==> src/rtl/vldp_pkg.sv <==
package vldp_pkg;

    localparam int MAX_WIDTH  = 640;
    localparam int MAX_HEIGHT = 480;

    localparam int BYTE_W    = 8;
    localparam int LINE_W    = 9;
    localparam int WORD_W    = 9;
    localparam int MAP_W     = LINE_W + 1;
    localparam int LADDR_W   = 19;
    localparam int BADDR_W   = 19;
    localparam int RADDR_W   = 20;
    localparam int CFG_IDX_W = 1;

    // register indexes on the configuration port
    localparam logic [CFG_IDX_W-1:0] REG_FRAME_SIZE = 1'b0;
    localparam logic [CFG_IDX_W-1:0] REG_SCAN_MODE  = 1'b1;

    localparam logic FRAME_VGA       = 1'b0;
    localparam logic FRAME_QVGA      = 1'b1;
    localparam logic SCAN_INTERLACED = 1'b0;
    localparam logic SCAN_PROGRESS   = 1'b1;

    // geometry
    localparam logic [LINE_W-1:0] VGA_LINES  = LINE_W'(MAX_HEIGHT);
    localparam logic [LINE_W-1:0] QVGA_LINES = LINE_W'(MAX_HEIGHT / 2);
    localparam logic [LINE_W-1:0] HALF_LINES = LINE_W'(MAX_HEIGHT / 2);
    localparam logic [WORD_W-1:0] VGA_WORDS  = WORD_W'(MAX_WIDTH / 2);
    localparam logic [WORD_W-1:0] QVGA_WORDS = WORD_W'(MAX_WIDTH / 4);

    // plane bases: U follows Y (width*height bytes), V follows U (half that)
    localparam logic [RADDR_W-1:0] VGA_UBASE  = RADDR_W'(MAX_WIDTH * MAX_HEIGHT);
    localparam logic [RADDR_W-1:0] VGA_VBASE  =
        RADDR_W'(MAX_WIDTH * MAX_HEIGHT + (MAX_WIDTH * MAX_HEIGHT) / 2);
    localparam logic [RADDR_W-1:0] QVGA_UBASE =
        RADDR_W'((MAX_WIDTH / 2) * (MAX_HEIGHT / 2));
    localparam logic [RADDR_W-1:0] QVGA_VBASE =
        RADDR_W'((MAX_WIDTH / 2) * (MAX_HEIGHT / 2)
                 + ((MAX_WIDTH / 2) * (MAX_HEIGHT / 2)) / 2);

    localparam int QUEUE_DEPTH = 4;
    localparam int QPTR_W      = $clog2(QUEUE_DEPTH);

    // one captured word, classified and positioned by the front end
    typedef struct packed {
        logic               frame_size;
        logic [LINE_W-1:0]  frame_line;
        logic [WORD_W-1:0]  word_pos;
        logic [BYTE_W-1:0]  luma_first;
        logic [BYTE_W-1:0]  luma_second;
        logic [BYTE_W-1:0]  chroma_blue;
        logic [BYTE_W-1:0]  chroma_red;
        logic               frame_done;
    } t_job;

    typedef struct packed {
        logic push;
        logic full;
    } t_wr_side;

    typedef struct packed {
        logic pop;
        logic valid;
    } t_rd_side;

endpackage

==> src/rtl/video_line_deinterlace_planarizer.sv <==
// Camera word planarizer: takes one packed Y0 U Y1 V pixel-pair word per cycle, tagged with
// its sensor line, and returns one planar YUV 4:2:2 write (Y pair address and data, U and V
// byte addresses and data) per captured word. In interlaced VGA mode the first half of the
// sensor lines land on even frame lines and the rest on odd ones. Capture starts on the line
// that maps to frame line zero and o_frame_done flags the last word of the frame; words
// outside capture or beyond the line length produce no output transaction. Throughput is
// one word per cycle unless output back-pressure fills the queue; each result passes through
// the four-entry queue and then the output register. Input ready drops only while the queue
// is full. Configuration writes take effect at once and should be issued while no
// transactions are in flight.
module video_line_deinterlace_planarizer
    import vldp_pkg::*;
(
    input  logic                  i_clk,
    input  logic                  i_rst_n,
    input  logic                  i_cfg_valid,
    output logic                  o_cfg_ready,
    input  logic [CFG_IDX_W-1:0]  i_cfg_index,
    input  logic                  i_cfg_data,
    input  logic                  i_in_valid,
    output logic                  o_in_ready,
    input  logic                  i_line_start,
    input  logic [LINE_W-1:0]     i_sensor_line,
    input  logic [BYTE_W-1:0]     i_luma_first,
    input  logic [BYTE_W-1:0]     i_chroma_blue,
    input  logic [BYTE_W-1:0]     i_luma_second,
    input  logic [BYTE_W-1:0]     i_chroma_red,
    output logic                  o_out_valid,
    input  logic                  i_out_ready,
    output logic [LADDR_W-1:0]    o_luma_address,
    output logic [15:0]           o_luma_pair,
    output logic [BADDR_W-1:0]    o_blue_address,
    output logic [BYTE_W-1:0]     o_blue_byte,
    output logic [RADDR_W-1:0]    o_red_address,
    output logic [BYTE_W-1:0]     o_red_byte,
    output logic                  o_frame_done
);

    t_job     w_push_job;
    t_job     w_head_job;
    t_wr_side w_wr;
    t_rd_side w_rd;
    logic     w_push;
    logic     w_pop;

    vldp_front u_front (
        .i_clk         (i_clk),
        .i_rst_n       (i_rst_n),
        .i_cfg_valid   (i_cfg_valid),
        .o_cfg_ready   (o_cfg_ready),
        .i_cfg_index   (i_cfg_index),
        .i_cfg_data    (i_cfg_data),
        .i_in_valid    (i_in_valid),
        .o_in_ready    (o_in_ready),
        .i_line_start  (i_line_start),
        .i_sensor_line (i_sensor_line),
        .i_luma_first  (i_luma_first),
        .i_chroma_blue (i_chroma_blue),
        .i_luma_second (i_luma_second),
        .i_chroma_red  (i_chroma_red),
        .i_q_full      (w_wr.full),
        .o_q_push      (w_push),
        .o_job         (w_push_job)
    );

    vldp_queue u_queue (
        .i_clk   (i_clk),
        .i_rst_n (i_rst_n),
        .i_push  (w_push),
        .i_job   (w_push_job),
        .o_wr    (w_wr),
        .i_pop   (w_pop),
        .o_rd    (w_rd),
        .o_job   (w_head_job)
    );

    vldp_back u_back (
        .i_clk          (i_clk),
        .i_rst_n        (i_rst_n),
        .i_q_valid      (w_rd.valid),
        .i_job          (w_head_job),
        .o_q_pop        (w_pop),
        .o_out_valid    (o_out_valid),
        .i_out_ready    (i_out_ready),
        .o_luma_address (o_luma_address),
        .o_luma_pair    (o_luma_pair),
        .o_blue_address (o_blue_address),
        .o_blue_byte    (o_blue_byte),
        .o_red_address  (o_red_address),
        .o_red_byte     (o_red_byte),
        .o_frame_done   (o_frame_done)
    );

endmodule

==> src/rtl/vldp_front.sv <==
module vldp_front
    import vldp_pkg::*;
(
    input  logic                  i_clk,
    input  logic                  i_rst_n,
    input  logic                  i_cfg_valid,
    output logic                  o_cfg_ready,
    input  logic [CFG_IDX_W-1:0]  i_cfg_index,
    input  logic                  i_cfg_data,
    input  logic                  i_in_valid,
    output logic                  o_in_ready,
    input  logic                  i_line_start,
    input  logic [LINE_W-1:0]     i_sensor_line,
    input  logic [BYTE_W-1:0]     i_luma_first,
    input  logic [BYTE_W-1:0]     i_chroma_blue,
    input  logic [BYTE_W-1:0]     i_luma_second,
    input  logic [BYTE_W-1:0]     i_chroma_red,
    input  logic                  i_q_full,
    output logic                  o_q_push,
    output t_job                  o_job
);

    logic              r_frame_size;
    logic              r_scan_mode;
    logic              r_active;
    logic [LINE_W-1:0] r_frame_line;
    logic [WORD_W-1:0] r_word_pos;

    logic              n_active;
    logic [LINE_W-1:0] n_frame_line;
    logic [WORD_W-1:0] n_word_pos;

    logic [LINE_W-1:0] w_height;
    logic [WORD_W-1:0] w_words;
    logic [MAP_W-1:0]  w_mapped;
    logic [LINE_W-1:0] w_upper;
    logic              w_accept;
    logic              w_emit;
    logic              w_done;

    assign o_cfg_ready = 1'b1;
    assign o_in_ready  = !i_q_full;
    assign w_accept    = i_in_valid && o_in_ready;

    assign w_height = (r_frame_size == FRAME_QVGA) ? QVGA_LINES : VGA_LINES;
    assign w_words  = (r_frame_size == FRAME_QVGA) ? QVGA_WORDS : VGA_WORDS;
    assign w_upper  = i_sensor_line - HALF_LINES;

    // interlaced VGA: first half of the sensor lines go to even lines
    always_comb begin
        if (r_frame_size == FRAME_VGA && r_scan_mode == SCAN_INTERLACED) begin
            if (i_sensor_line < HALF_LINES) begin
                w_mapped = {i_sensor_line, 1'b0};
            end else begin
                w_mapped = {w_upper, 1'b1};
            end
        end else begin
            w_mapped = {1'b0, i_sensor_line};
        end
    end

    // line start handling, before the word itself is judged
    always_comb begin
        n_active     = r_active;
        n_frame_line = r_frame_line;
        n_word_pos   = r_word_pos;
        if (i_line_start) begin
            if (w_mapped == '0) begin
                n_active     = 1'b1;
                n_frame_line = '0;
                n_word_pos   = '0;
            end else if (r_active && w_mapped < {1'b0, w_height}) begin
                n_frame_line = w_mapped[LINE_W-1:0];
                n_word_pos   = '0;
            end else if (r_active) begin
                n_word_pos = w_words;
            end
        end
    end

    assign w_emit = n_active && (n_word_pos < w_words) && (n_frame_line < w_height);
    assign w_done = (n_frame_line == w_height - LINE_W'(1))
                 && (n_word_pos == w_words - WORD_W'(1));

    assign o_q_push = w_accept && w_emit;

    always_comb begin
        o_job.frame_size  = r_frame_size;
        o_job.frame_line  = n_frame_line;
        o_job.word_pos    = n_word_pos;
        o_job.luma_first  = i_luma_first;
        o_job.luma_second = i_luma_second;
        o_job.chroma_blue = i_chroma_blue;
        o_job.chroma_red  = i_chroma_red;
        o_job.frame_done  = w_done;
    end

    always_ff @(posedge i_clk) begin
        if (!i_rst_n) begin
            r_frame_size <= FRAME_QVGA;
            r_scan_mode  <= SCAN_INTERLACED;
            r_active     <= 1'b0;
            r_frame_line <= '0;
            r_word_pos   <= '0;
        end else begin
            if (i_cfg_valid && o_cfg_ready) begin
                case (i_cfg_index)
                    REG_FRAME_SIZE: r_frame_size <= i_cfg_data;
                    REG_SCAN_MODE:  r_scan_mode  <= i_cfg_data;
                    default: ;
                endcase
            end
            if (w_accept) begin
                r_frame_line <= n_frame_line;
                if (w_emit) begin
                    r_word_pos <= n_word_pos + WORD_W'(1);
                    r_active   <= n_active && !w_done;
                end else begin
                    r_word_pos <= n_word_pos;
                    r_active   <= n_active;
                end
            end
        end
    end

    a_done_ends_capture: assert property (@(posedge i_clk) disable iff (!i_rst_n)
        (o_q_push && w_done) |=> !r_active)
        else $error("capture still active after final word");

    a_word_pos_bounded: assert property (@(posedge i_clk) disable iff (!i_rst_n)
        r_word_pos <= VGA_WORDS)
        else $error("word position ran past line length");

endmodule

==> src/rtl/vldp_queue.sv <==
module vldp_queue
    import vldp_pkg::*;
(
    input  logic     i_clk,
    input  logic     i_rst_n,
    input  logic     i_push,
    input  t_job     i_job,
    output t_wr_side o_wr,
    input  logic     i_pop,
    output t_rd_side o_rd,
    output t_job     o_job
);

    t_job              r_mem [QUEUE_DEPTH];
    logic [QPTR_W-1:0] r_wr_ptr;
    logic [QPTR_W-1:0] r_rd_ptr;
    logic [QPTR_W:0]   r_count;

    logic w_full;
    logic w_valid;
    logic w_push;
    logic w_pop;

    assign w_full  = (r_count == (QPTR_W + 1)'(QUEUE_DEPTH));
    assign w_valid = (r_count != '0);
    assign w_push  = i_push && !w_full;
    assign w_pop   = i_pop && w_valid;

    assign o_wr.push  = w_push;
    assign o_wr.full  = w_full;
    assign o_rd.pop   = w_pop;
    assign o_rd.valid = w_valid;
    assign o_job      = r_mem[r_rd_ptr];

    always_ff @(posedge i_clk) begin
        if (w_push) begin
            r_mem[r_wr_ptr] <= i_job;
        end
    end

    always_ff @(posedge i_clk) begin
        if (!i_rst_n) begin
            r_wr_ptr <= '0;
            r_rd_ptr <= '0;
            r_count  <= '0;
        end else begin
            if (w_push) begin
                r_wr_ptr <= r_wr_ptr + QPTR_W'(1);
            end
            if (w_pop) begin
                r_rd_ptr <= r_rd_ptr + QPTR_W'(1);
            end
            case ({w_push, w_pop})
                2'b10:   r_count <= r_count + (QPTR_W + 1)'(1);
                2'b01:   r_count <= r_count - (QPTR_W + 1)'(1);
                default: r_count <= r_count;
            endcase
        end
    end

    a_no_drop_on_full: assert property (@(posedge i_clk) disable iff (!i_rst_n)
        i_push |-> !w_full)
        else $error("transaction pushed into full queue");

    a_ptr_count_agree: assert property (@(posedge i_clk) disable iff (!i_rst_n)
        (r_count == '0 || w_full) |-> (r_wr_ptr == r_rd_ptr))
        else $error("queue pointers disagree with fill count");

endmodule

==> src/rtl/vldp_back.sv <==
module vldp_back
    import vldp_pkg::*;
(
    input  logic                i_clk,
    input  logic                i_rst_n,
    input  logic                i_q_valid,
    input  t_job                i_job,
    output logic                o_q_pop,
    output logic                o_out_valid,
    input  logic                i_out_ready,
    output logic [LADDR_W-1:0]  o_luma_address,
    output logic [15:0]         o_luma_pair,
    output logic [BADDR_W-1:0]  o_blue_address,
    output logic [BYTE_W-1:0]   o_blue_byte,
    output logic [RADDR_W-1:0]  o_red_address,
    output logic [BYTE_W-1:0]   o_red_byte,
    output logic                o_frame_done
);

    logic               r_valid;
    logic [LADDR_W-1:0] r_luma_address;
    logic [15:0]        r_luma_pair;
    logic [BADDR_W-1:0] r_blue_address;
    logic [BYTE_W-1:0]  r_blue_byte;
    logic [RADDR_W-1:0] r_red_address;
    logic [BYTE_W-1:0]  r_red_byte;
    logic               r_frame_done;

    logic [RADDR_W-1:0] w_line_base;
    logic [RADDR_W-1:0] w_chroma_off;
    logic [RADDR_W-1:0] w_ubase;
    logic [RADDR_W-1:0] w_vbase;
    logic [RADDR_W-1:0] w_luma_sum;

    assign o_q_pop = i_q_valid && (!r_valid || i_out_ready);

    // line*width is a constant multiply; chroma planes use half of it
    always_comb begin
        if (i_job.frame_size == FRAME_QVGA) begin
            w_line_base = RADDR_W'(i_job.frame_line * RADDR_W'(MAX_WIDTH / 2));
            w_ubase     = QVGA_UBASE;
            w_vbase     = QVGA_VBASE;
        end else begin
            w_line_base = RADDR_W'(i_job.frame_line * RADDR_W'(MAX_WIDTH));
            w_ubase     = VGA_UBASE;
            w_vbase     = VGA_VBASE;
        end
    end

    assign w_luma_sum   = w_line_base + RADDR_W'({i_job.word_pos, 1'b0});
    assign w_chroma_off = (w_line_base >> 1) + RADDR_W'(i_job.word_pos);

    always_ff @(posedge i_clk) begin
        if (o_q_pop) begin
            r_luma_address <= w_luma_sum[LADDR_W-1:0];
            r_luma_pair    <= {i_job.luma_second, i_job.luma_first};
            r_blue_address <= BADDR_W'(w_ubase + w_chroma_off);
            r_blue_byte    <= i_job.chroma_blue;
            r_red_address  <= w_vbase + w_chroma_off;
            r_red_byte     <= i_job.chroma_red;
            r_frame_done   <= i_job.frame_done;
        end
    end

    always_ff @(posedge i_clk) begin
        if (!i_rst_n) begin
            r_valid <= 1'b0;
        end else if (o_q_pop) begin
            r_valid <= 1'b1;
        end else if (i_out_ready) begin
            r_valid <= 1'b0;
        end
    end

    assign o_out_valid    = r_valid;
    assign o_luma_address = r_luma_address;
    assign o_luma_pair    = r_luma_pair;
    assign o_blue_address = r_blue_address;
    assign o_blue_byte    = r_blue_byte;
    assign o_red_address  = r_red_address;
    assign o_red_byte     = r_red_byte;
    assign o_frame_done   = r_frame_done;

endmodule
==> config.mk <==
export PLATFORM = sky130hd
export DESIGN_NAME = video_line_deinterlace_planarizer
export DESIGN_NICKNAME = d
export VERILOG_FILES = /design/src/rtl/vldp_pkg.sv /design/src/rtl/video_line_deinterlace_planarizer.sv /design/src/rtl/vldp_front.sv /design/src/rtl/vldp_queue.sv /design/src/rtl/vldp_back.sv
export SDC_FILE = /design/constraint.sdc
export NUM_CORES = 1
export LEC_CHECK = 0
export CORE_ASPECT_RATIO = 0.8
export CORE_MARGIN = 5
export CORE_UTILIZATION = 45
export CTS_BUF_LIST = sky130_fd_sc_hd__clkbuf_16
export CTS_CLUSTER_SIZE = 30
export DETAILED_ROUTE_END_ITERATION = 10
export DONT_BUFFER_PORTS = 1
export GPL_TIMING_DRIVEN = 0
export PLACE_DENSITY_LB_ADDON = 0.1
export SLEW_MARGIN = 20
export SYNTH_ARGS = -nofsm -noshare
export SYNTH_HDL_FRONTEND = slang
export SYNTH_HIERARCHICAL = 1
export SYNTH_SLANG_ARGS = --single-unit
==> constraint.sdc <==
create_clock -name i_clk -period 10.9 [get_ports i_clk]
set_input_delay 2.18 -clock i_clk [delete_from_list [all_inputs] [get_ports i_clk]]
set_output_delay 2.18 -clock i_clk [all_outputs]
set_load 0.03 [all_outputs]
==> results of run 1 <==
## stage by stage
stage / cells / power, W / worst slack [ps]
2_1_floorplan: 937 / 0.00135 / 3690
3_3_place_gp: 1357 / 0.00137 / 1280
3_5_place_dp: 1365 / 0.00137 / 3670
4_1_cts: 1422 / 0.00240 / 4250
5_1_grt: 1422 / 0.00245 / 3760
6_report: 1422 / 0.00237 / 4210
## per-layer routing
metal  vias to the layer above  wire [microns]  track usage
li1                       3643               -            -
met2                       200           12900        0.248
met4                         2             444       0.0306
met5                         -              20            0
met1                      3852           13700        0.242
met3                        33            1580       0.0319
## worst max-delay path, delay by kind of cell
family / cells / cell delay, ps
AOI/OAI and AO/OA: 8 / 2180
adders and majority gates: 4 / 960
and+or+nand+nor: 6 / 890
buffers and inverters: 6 / 860
xor gates and xnor gates: 1 / 70
## flip-flops by register name, summed over array words and instances, names as in the netlist, named ones only
signal,flops
u_back/o_out_valid,1
u_front/r_frame_size,1
u_back/o_red_byte,8
u_back/o_luma_address,8
u_back/o_luma_pair,16
u_back/o_red_address,11
u_back/o_blue_address,19
u_queue/r_mem,208
u_queue/r_wr_ptr,2
u_front/r_word_pos,9
u_back/o_blue_byte,8
u_front/r_active,1
u_front/r_frame_line,9
u_front/r_scan_mode,1
u_back/o_frame_done,1
u_queue/r_rd_ptr,2
u_queue/r_count,3
## final timing paths
path	startpoint	endpoint	slack, ps	cells after the start
max	i_sensor_line[4]	u_queue/r_count[2]	4210	25
min	u_front/r_frame_line[7]	u_front/r_frame_line[7]	470	2
max reg2reg	flip-flop	u_back/o_blue_address[18]	4870	19
min reg2reg	u_front/r_frame_line[7]	u_front/r_frame_line[7]	470	2
## power groups by stage
| stage | sequential, W | combinational, W | clock (W) |
|---|---|---|---|
| after floorplan | 0.00131 | 0.0000409 | 0 |
| after global placement | 0.00131 | 0.0000519 | 0 |
| after detailed placement | 0.00131 | 0.0000525 | 0 |
| after CTS | 0.00129 | 0.0000526 | 0.00106 |
| after global routing | 0.00129 | 0.0000585 | 0.00111 |
| final | 0.00129 | 0.0000529 | 0.00103 |
## final cells by class
cell class                 instances  area (sq um)
clock buffer                      31           776
inverter                          37           139
tap                              420           526
timing repair buffer               8           198
multi-input combinational        498          4410
fill                            2618         15300
sequential                       310          9000
buffer                            92           694
clock inverter                    26           209
==> metrics.md, run 1 <==
| Metric | Value |
|---|---|
| HPWL Detailed | `19600 microns` |
| Relative slew slack | `0.311` |
| CTS Hold Bufs | `0` |
| Number of port buffers | `0` |
| CP max stage cell | `a2bb2oi_1` |
| CTS tree | `yes` |
| Post-DRT Antenna Nets | `0` |
| Finished Cell Area | `16000 sq um` |
| Inserted Clock Buffers | `31` |
| First-pass GRT wire length | `45300 microns` |
| Remaining DRCs | `0` |
| Peak VDD IR | `0.125 mV` |
| Leak | `5.44 nW` |
| Slowest stage delay, CP | `470 ps` |
| Min-Delay Path Class | `flip-flop to flip-flop` |
| Synth Cell Area | `14200 sq um` |
| Critical path startpoint category | `input pin` |
| Initial DRC count | `560` |
| I/O pin count | `143` |
| Slew of the pin with the lowest slew margin | `1030 ps` |
| Mean routed wirelength per cell | `20.1 microns` |
| Syn Inst Count | `936` |
| Crit end category | `flip-flop` |
| Post-synthesis area per instance | `15.2 sq um` |
| Combinational share of power | `0.022` |
| Via count | `7730` |
| Largest net degree at the start of global routing | `42` |
| Die extent in y | `169 microns` |
| Share of cells above drive strength 1 | `0.219` |
| CP required | `11380 ps` |
| Placed Instance Area | `15000 sq um` |
| CTS HTree Levels | `1` |
| Vias per inst | `5.44` |
| Die ar. | `35300 sq um` |
| Clk pwr share | `0.433` |
| Power Density | `148 nW/um^2` |
| Max cap viols | `0` |
| DR pass1 iterations | `5` |
| Total gr overflow | `0` |
| Total Routing Usage GR | `0.161` |
| Clock slew at reported path FFs | `60 ps` |
| Fin crit share | `0.614` |
| Final core utilization | `0.510` |
| Vias in the first global route | `7728` |
| Final hold vios | `0` |
| Final GP Congestion | `0.876` |
| Reg power frac | `0.544` |
| Setup bufs post-CTS | `0` |
| Rows | `58` |
| RSZ-0062 raised after global routing | `false` |
| Longest Clk Path Bufs | `3` |
| Sw Share | `0.199` |
| Root Driver | `clkbuf_16` |
| Die span in x | `209 microns` |
| CTS Sinks | `310` |
| Initial Utilization | `0.455` |
| Sw Pwr | `0.000472 W` |
| CTS resizes | `0` |
| Most common cell after layout, fill and taps aside | `edfxtp_1` |
| Core ar. | `31300 sq um` |
| Min Tclk post-route | `6690 ps` |
| Setup TNS | `0 ps` |
| Most frequent cells in the layout | `edfxtp_1, nand2_1, buf_4` |
| Final setup violation count | `0` |
| Initial antenna violation count | `1` |
| Status | `finished, final reports clean` |
| Internal power | `0.00189 W` |
| Max FO, Critical Path | `10` |
| Skew-Pair Late Insertion Delay | `560 ps` |
| Slew Limit Fails | `0` |
| Fin nets | `1074` |
| Fmax | `0.149 GHz` |
| Skew final | `8.97 ps` |
| Worst Hold Slack | `467 ps` |
| Crit path DAT | `7170 ps` |
| Area added between synthesis and finish | `12.2%` |
| DRT Wirelength | `28600 microns` |
| Yosys warns | `6` |
| ANT cells | `0` |
| Crit Path Category | `input pin to flip-flop` |
(Power assumes the default switching activity.)
==> run 2, diff against run 1 <==
==> constraint.sdc (replaced) <==
create_clock -name i_clk -period 5.8 [get_ports i_clk]
set_input_delay 1.16 -clock i_clk [delete_from_list [all_inputs] [get_ports i_clk]]
set_output_delay 1.16 -clock i_clk [all_outputs]
set_load 0.03 [all_outputs]
==> run 2 against run 1 <==
Clock skew is essentially flat; non-clock buffer count up 1; count of clock-buffer cells in the layout unchanged; critical endpoint is now u_back/o_blue_address[18].
==> metrics.md, run 2 (synthesis results as in run 1) <==
| Metric | Value |
|---|---|
| Inserted Clock Buffers | `31 (unchanged)` |
| Fmax | `0.185 GHz` |
| Final GP Congestion | `0.839 (-4.3%)` |
| Min-Delay Path Class | `flip-flop to flip-flop` |
| Post-DRT Antenna Nets | `0 (unchanged)` |
| Min Tclk post-route | `5410 ps` |
| Vias in the first global route | `7726 (-0.026%)` |
| Placed Instance Area | `15000 sq um (about the same)` |
| Root Driver | `clkbuf_16` |
| Peak VDD IR | `0.248 mV (+99%)` |
| Worst setup path end | `u_back/o_blue_address[18]` |
| Area added between synthesis and finish | `12.1% (about the same)` |
| Remaining DRCs | `0 (unchanged)` |
| Slowest stage delay, CP | `540 ps (+70 ps)` |
| Clock slew at reported path FFs | `60 ps (about the same)` |
| Reg2Reg Capture Point | `u_back/o_blue_address[18]` |
| Share of cells above drive strength 1 | `0.225 (+0.00621)` |
| CTS Sinks | `310 (unchanged)` |
| Area of the multi-input gates | `4440 sq um (+0.68%)` |
| Relative slew slack | `0.442 (+0.131)` |
| Initial DRC count | `456 (-19%)` |
| Skew-Pair Late Insertion Delay | `560 ps (about the same)` |
| Crit path top cell by count | `ha_1` |
| Setup TNS | `0 ps (unchanged)` |
| Die span in x | `209 microns (unchanged)` |
| Worst path depth | `15 (-40%)` |
| Max FFs per register | `208 (unchanged)` |
| First-pass GRT wire length | `44700 microns (-1.1%)` |
| Initial Utilization | `0.455 (unchanged)` |
| HPWL Detailed | `19500 microns (-0.73%)` |
| CP max stage cell | `or4_4` |
| Die extent in y | `169 microns (unchanged)` |
| Longest Clk Path Bufs | `3 (unchanged)` |
| Final hold vios | `0 (unchanged)` |
| CTS tree | `yes` |
| Leak | `5.45 nW (+0.29%)` |
| Most frequent cells in the layout | `edfxtp_1, nand2_1, buf_4` |
| Finished Cell Area | `15900 sq um (about the same)` |
| Max FO, Critical Path | `10 (unchanged)` |
| Power Density | `275 nW/um^2 (+85%)` |
| Via count | `7748 (+0.23%)` |
| Crit path DAT | `5720 ps (-1450 ps)` |
| I/O pin count | `143 (unchanged)` |
| Total Routing Usage GR | `0.159 (-0.00235)` |
| Register area | `9000 sq um (unchanged)` |
| Final setup violation count | `0 (unchanged)` |
| Layout filler cell count | `2629 (+0.42%)` |
| CP required | `6110 ps (-5270 ps)` |
| Worst Path Buf+Inv | `1 (-5)` |
| Slew Limit Fails | `0 (unchanged)` |
| RSZ-0062 raised after global routing | `false` |
| CTS Hold Bufs | `0 (unchanged)` |
| Place WS | `-438 ps (-4110 ps)` |
| DRT Wirelength | `28500 microns (-0.36%)` |
| Number of port buffers | `0 (unchanged)` |
| Crit Path Category | `flip-flop to flip-flop` |
| CTS HTree Levels | `1 (unchanged)` |
| Worst Hold Slack | `459 ps (-8.25 ps)` |
| Vias per inst | `5.45 (+0.30%)` |
| Slew of the pin with the lowest slew margin | `829 ps (-199 ps)` |
| Largest net degree at the start of global routing | `42 (unchanged)` |
| Crit end category | `flip-flop` |
| ANT cells | `0 (unchanged)` |
| Max cap viols | `0 (unchanged)` |
| Reg with most FFs | `u_queue/r_mem` |
| Fin nets | `1075 (+0.093%)` |
| Core ar. | `31300 sq um (unchanged)` |
| FF-to-FF path depth | `15 (-4)` |
| CP Cell Sequence | `buf_2 > mux4_2 > ha_1 > ha_1 > mux2_2 > ha_1 > o21ai_0 > o21a_1 > or4_4 > xor2_1 > ha_1 > and2_1 > o311a_1 > o311a_1 > xor2_1` |
| R2R setup slack | `390 ps (-4480 ps)` |
| Status | `finished, final reports clean` |
| PnR worst setup slack | `387 ps (-3820 ps)` |
| Rows | `58 (unchanged)` |
| Die ar. | `35300 sq um (unchanged)` |
| Initial antenna violation count | `0 (-1)` |
| CP top delay family | `adder cells` |
| Skew final | `8.54 ps (-0.432 ps)` |
| Most common cell after layout, fill and taps aside | `edfxtp_1` |
| DR pass1 iterations | `5 (unchanged)` |
| Final core utilization | `0.510 (about the same)` |
| Critical path startpoint category | `flip-flop` |
| Fin crit share | `0.933` |
| Total gr overflow | `0 (unchanged)` |
| Mean routed wirelength per cell | `20.0 microns (-0.29%)` |
[run 2: what timing repair did]
item,in CTS,in global routing
resized for setup,1,8
endpoints found under the setup margin,1,156
pin swaps,0,0
buffers inserted,0,2
[run 2: routing by layer]
layer | global-route usage | wire length [microns] | vias to the layer above
li1 | - | - | 3643
met1 | 0.242 | 13900 | 3884
met4 | 0.0346 | 577 | 0
met5 | 0 | 0 | -
met2 | 0.237 | 12400 | 180
met3 | 0.0334 | 1530 | 41
[run 2: area by class of cell]
type | instances | area share
Inverter | 37 | 0.00871
Sequential cell | 310 | 0.565
Clock buffer | 31 | 0.0487
Tap cell | 420 | 0.0330
Multi-Input combinational cell | 498 | 0.279
Buffer | 91 | 0.0435
Timing Repair Buffer | 10 | 0.0129
Clock inverter | 24 | 0.0101
[run 2: worst register-to-register path, delay by kind of cell (launching register included)]
kind	cells	cell delay, ps
AND/OR/NAND/NOR	2	720
AO/OA/AOI/OAI	4	930
XOR/XNOR	2	600
flip-flops	1	530
adder cells (fa/ha/maj)	4	1330
buffers and inverters	1	350
multiplexers	2	690
[run 2: power breakdown]
group | leakage [nW] | switching (W) | internal (W) | total, W
Clock | 0.492 | 0.000805 | 0.00105 | 0.00186
Combinational | 2.19 | 0.0000595 | 0.0000410 | 0.000100
Sequential | 2.77 | 0.00000351 | 0.00242 | 0.00242
Total | 5.45 | 0.000868 | 0.00351 | 0.00438
[run 2: through the flow]
stage	instances	power [W]
3_3_place_gp	1357	0.00257
5_1_grt	1421	0.00453
4_1_cts	1420	0.00444
6_report	1421	0.00438
2_1_floorplan	937	0.00254
3_5_place_dp	1365	0.00257
[run 2: worst min path at each step]
stage | to | start | slack, ps | depth (start not counted)
finish | u_front/r_frame_line[8] | u_front/r_frame_line[8] | 460 | 2
CTS | u_front/r_frame_line[8] | u_front/r_frame_line[8] | 460 | 2
global route | u_front/r_frame_line[8] | u_front/r_frame_line[8] | 500 | 2
global placement | u_front/r_frame_line[8] | u_front/r_frame_line[8] | 450 | 2
detailed placement | u_front/r_frame_line[8] | u_front/r_frame_line[8] | 450 | 2
floorplan | u_front/r_frame_line[7] | u_front/r_frame_line[7] | 440 | 2
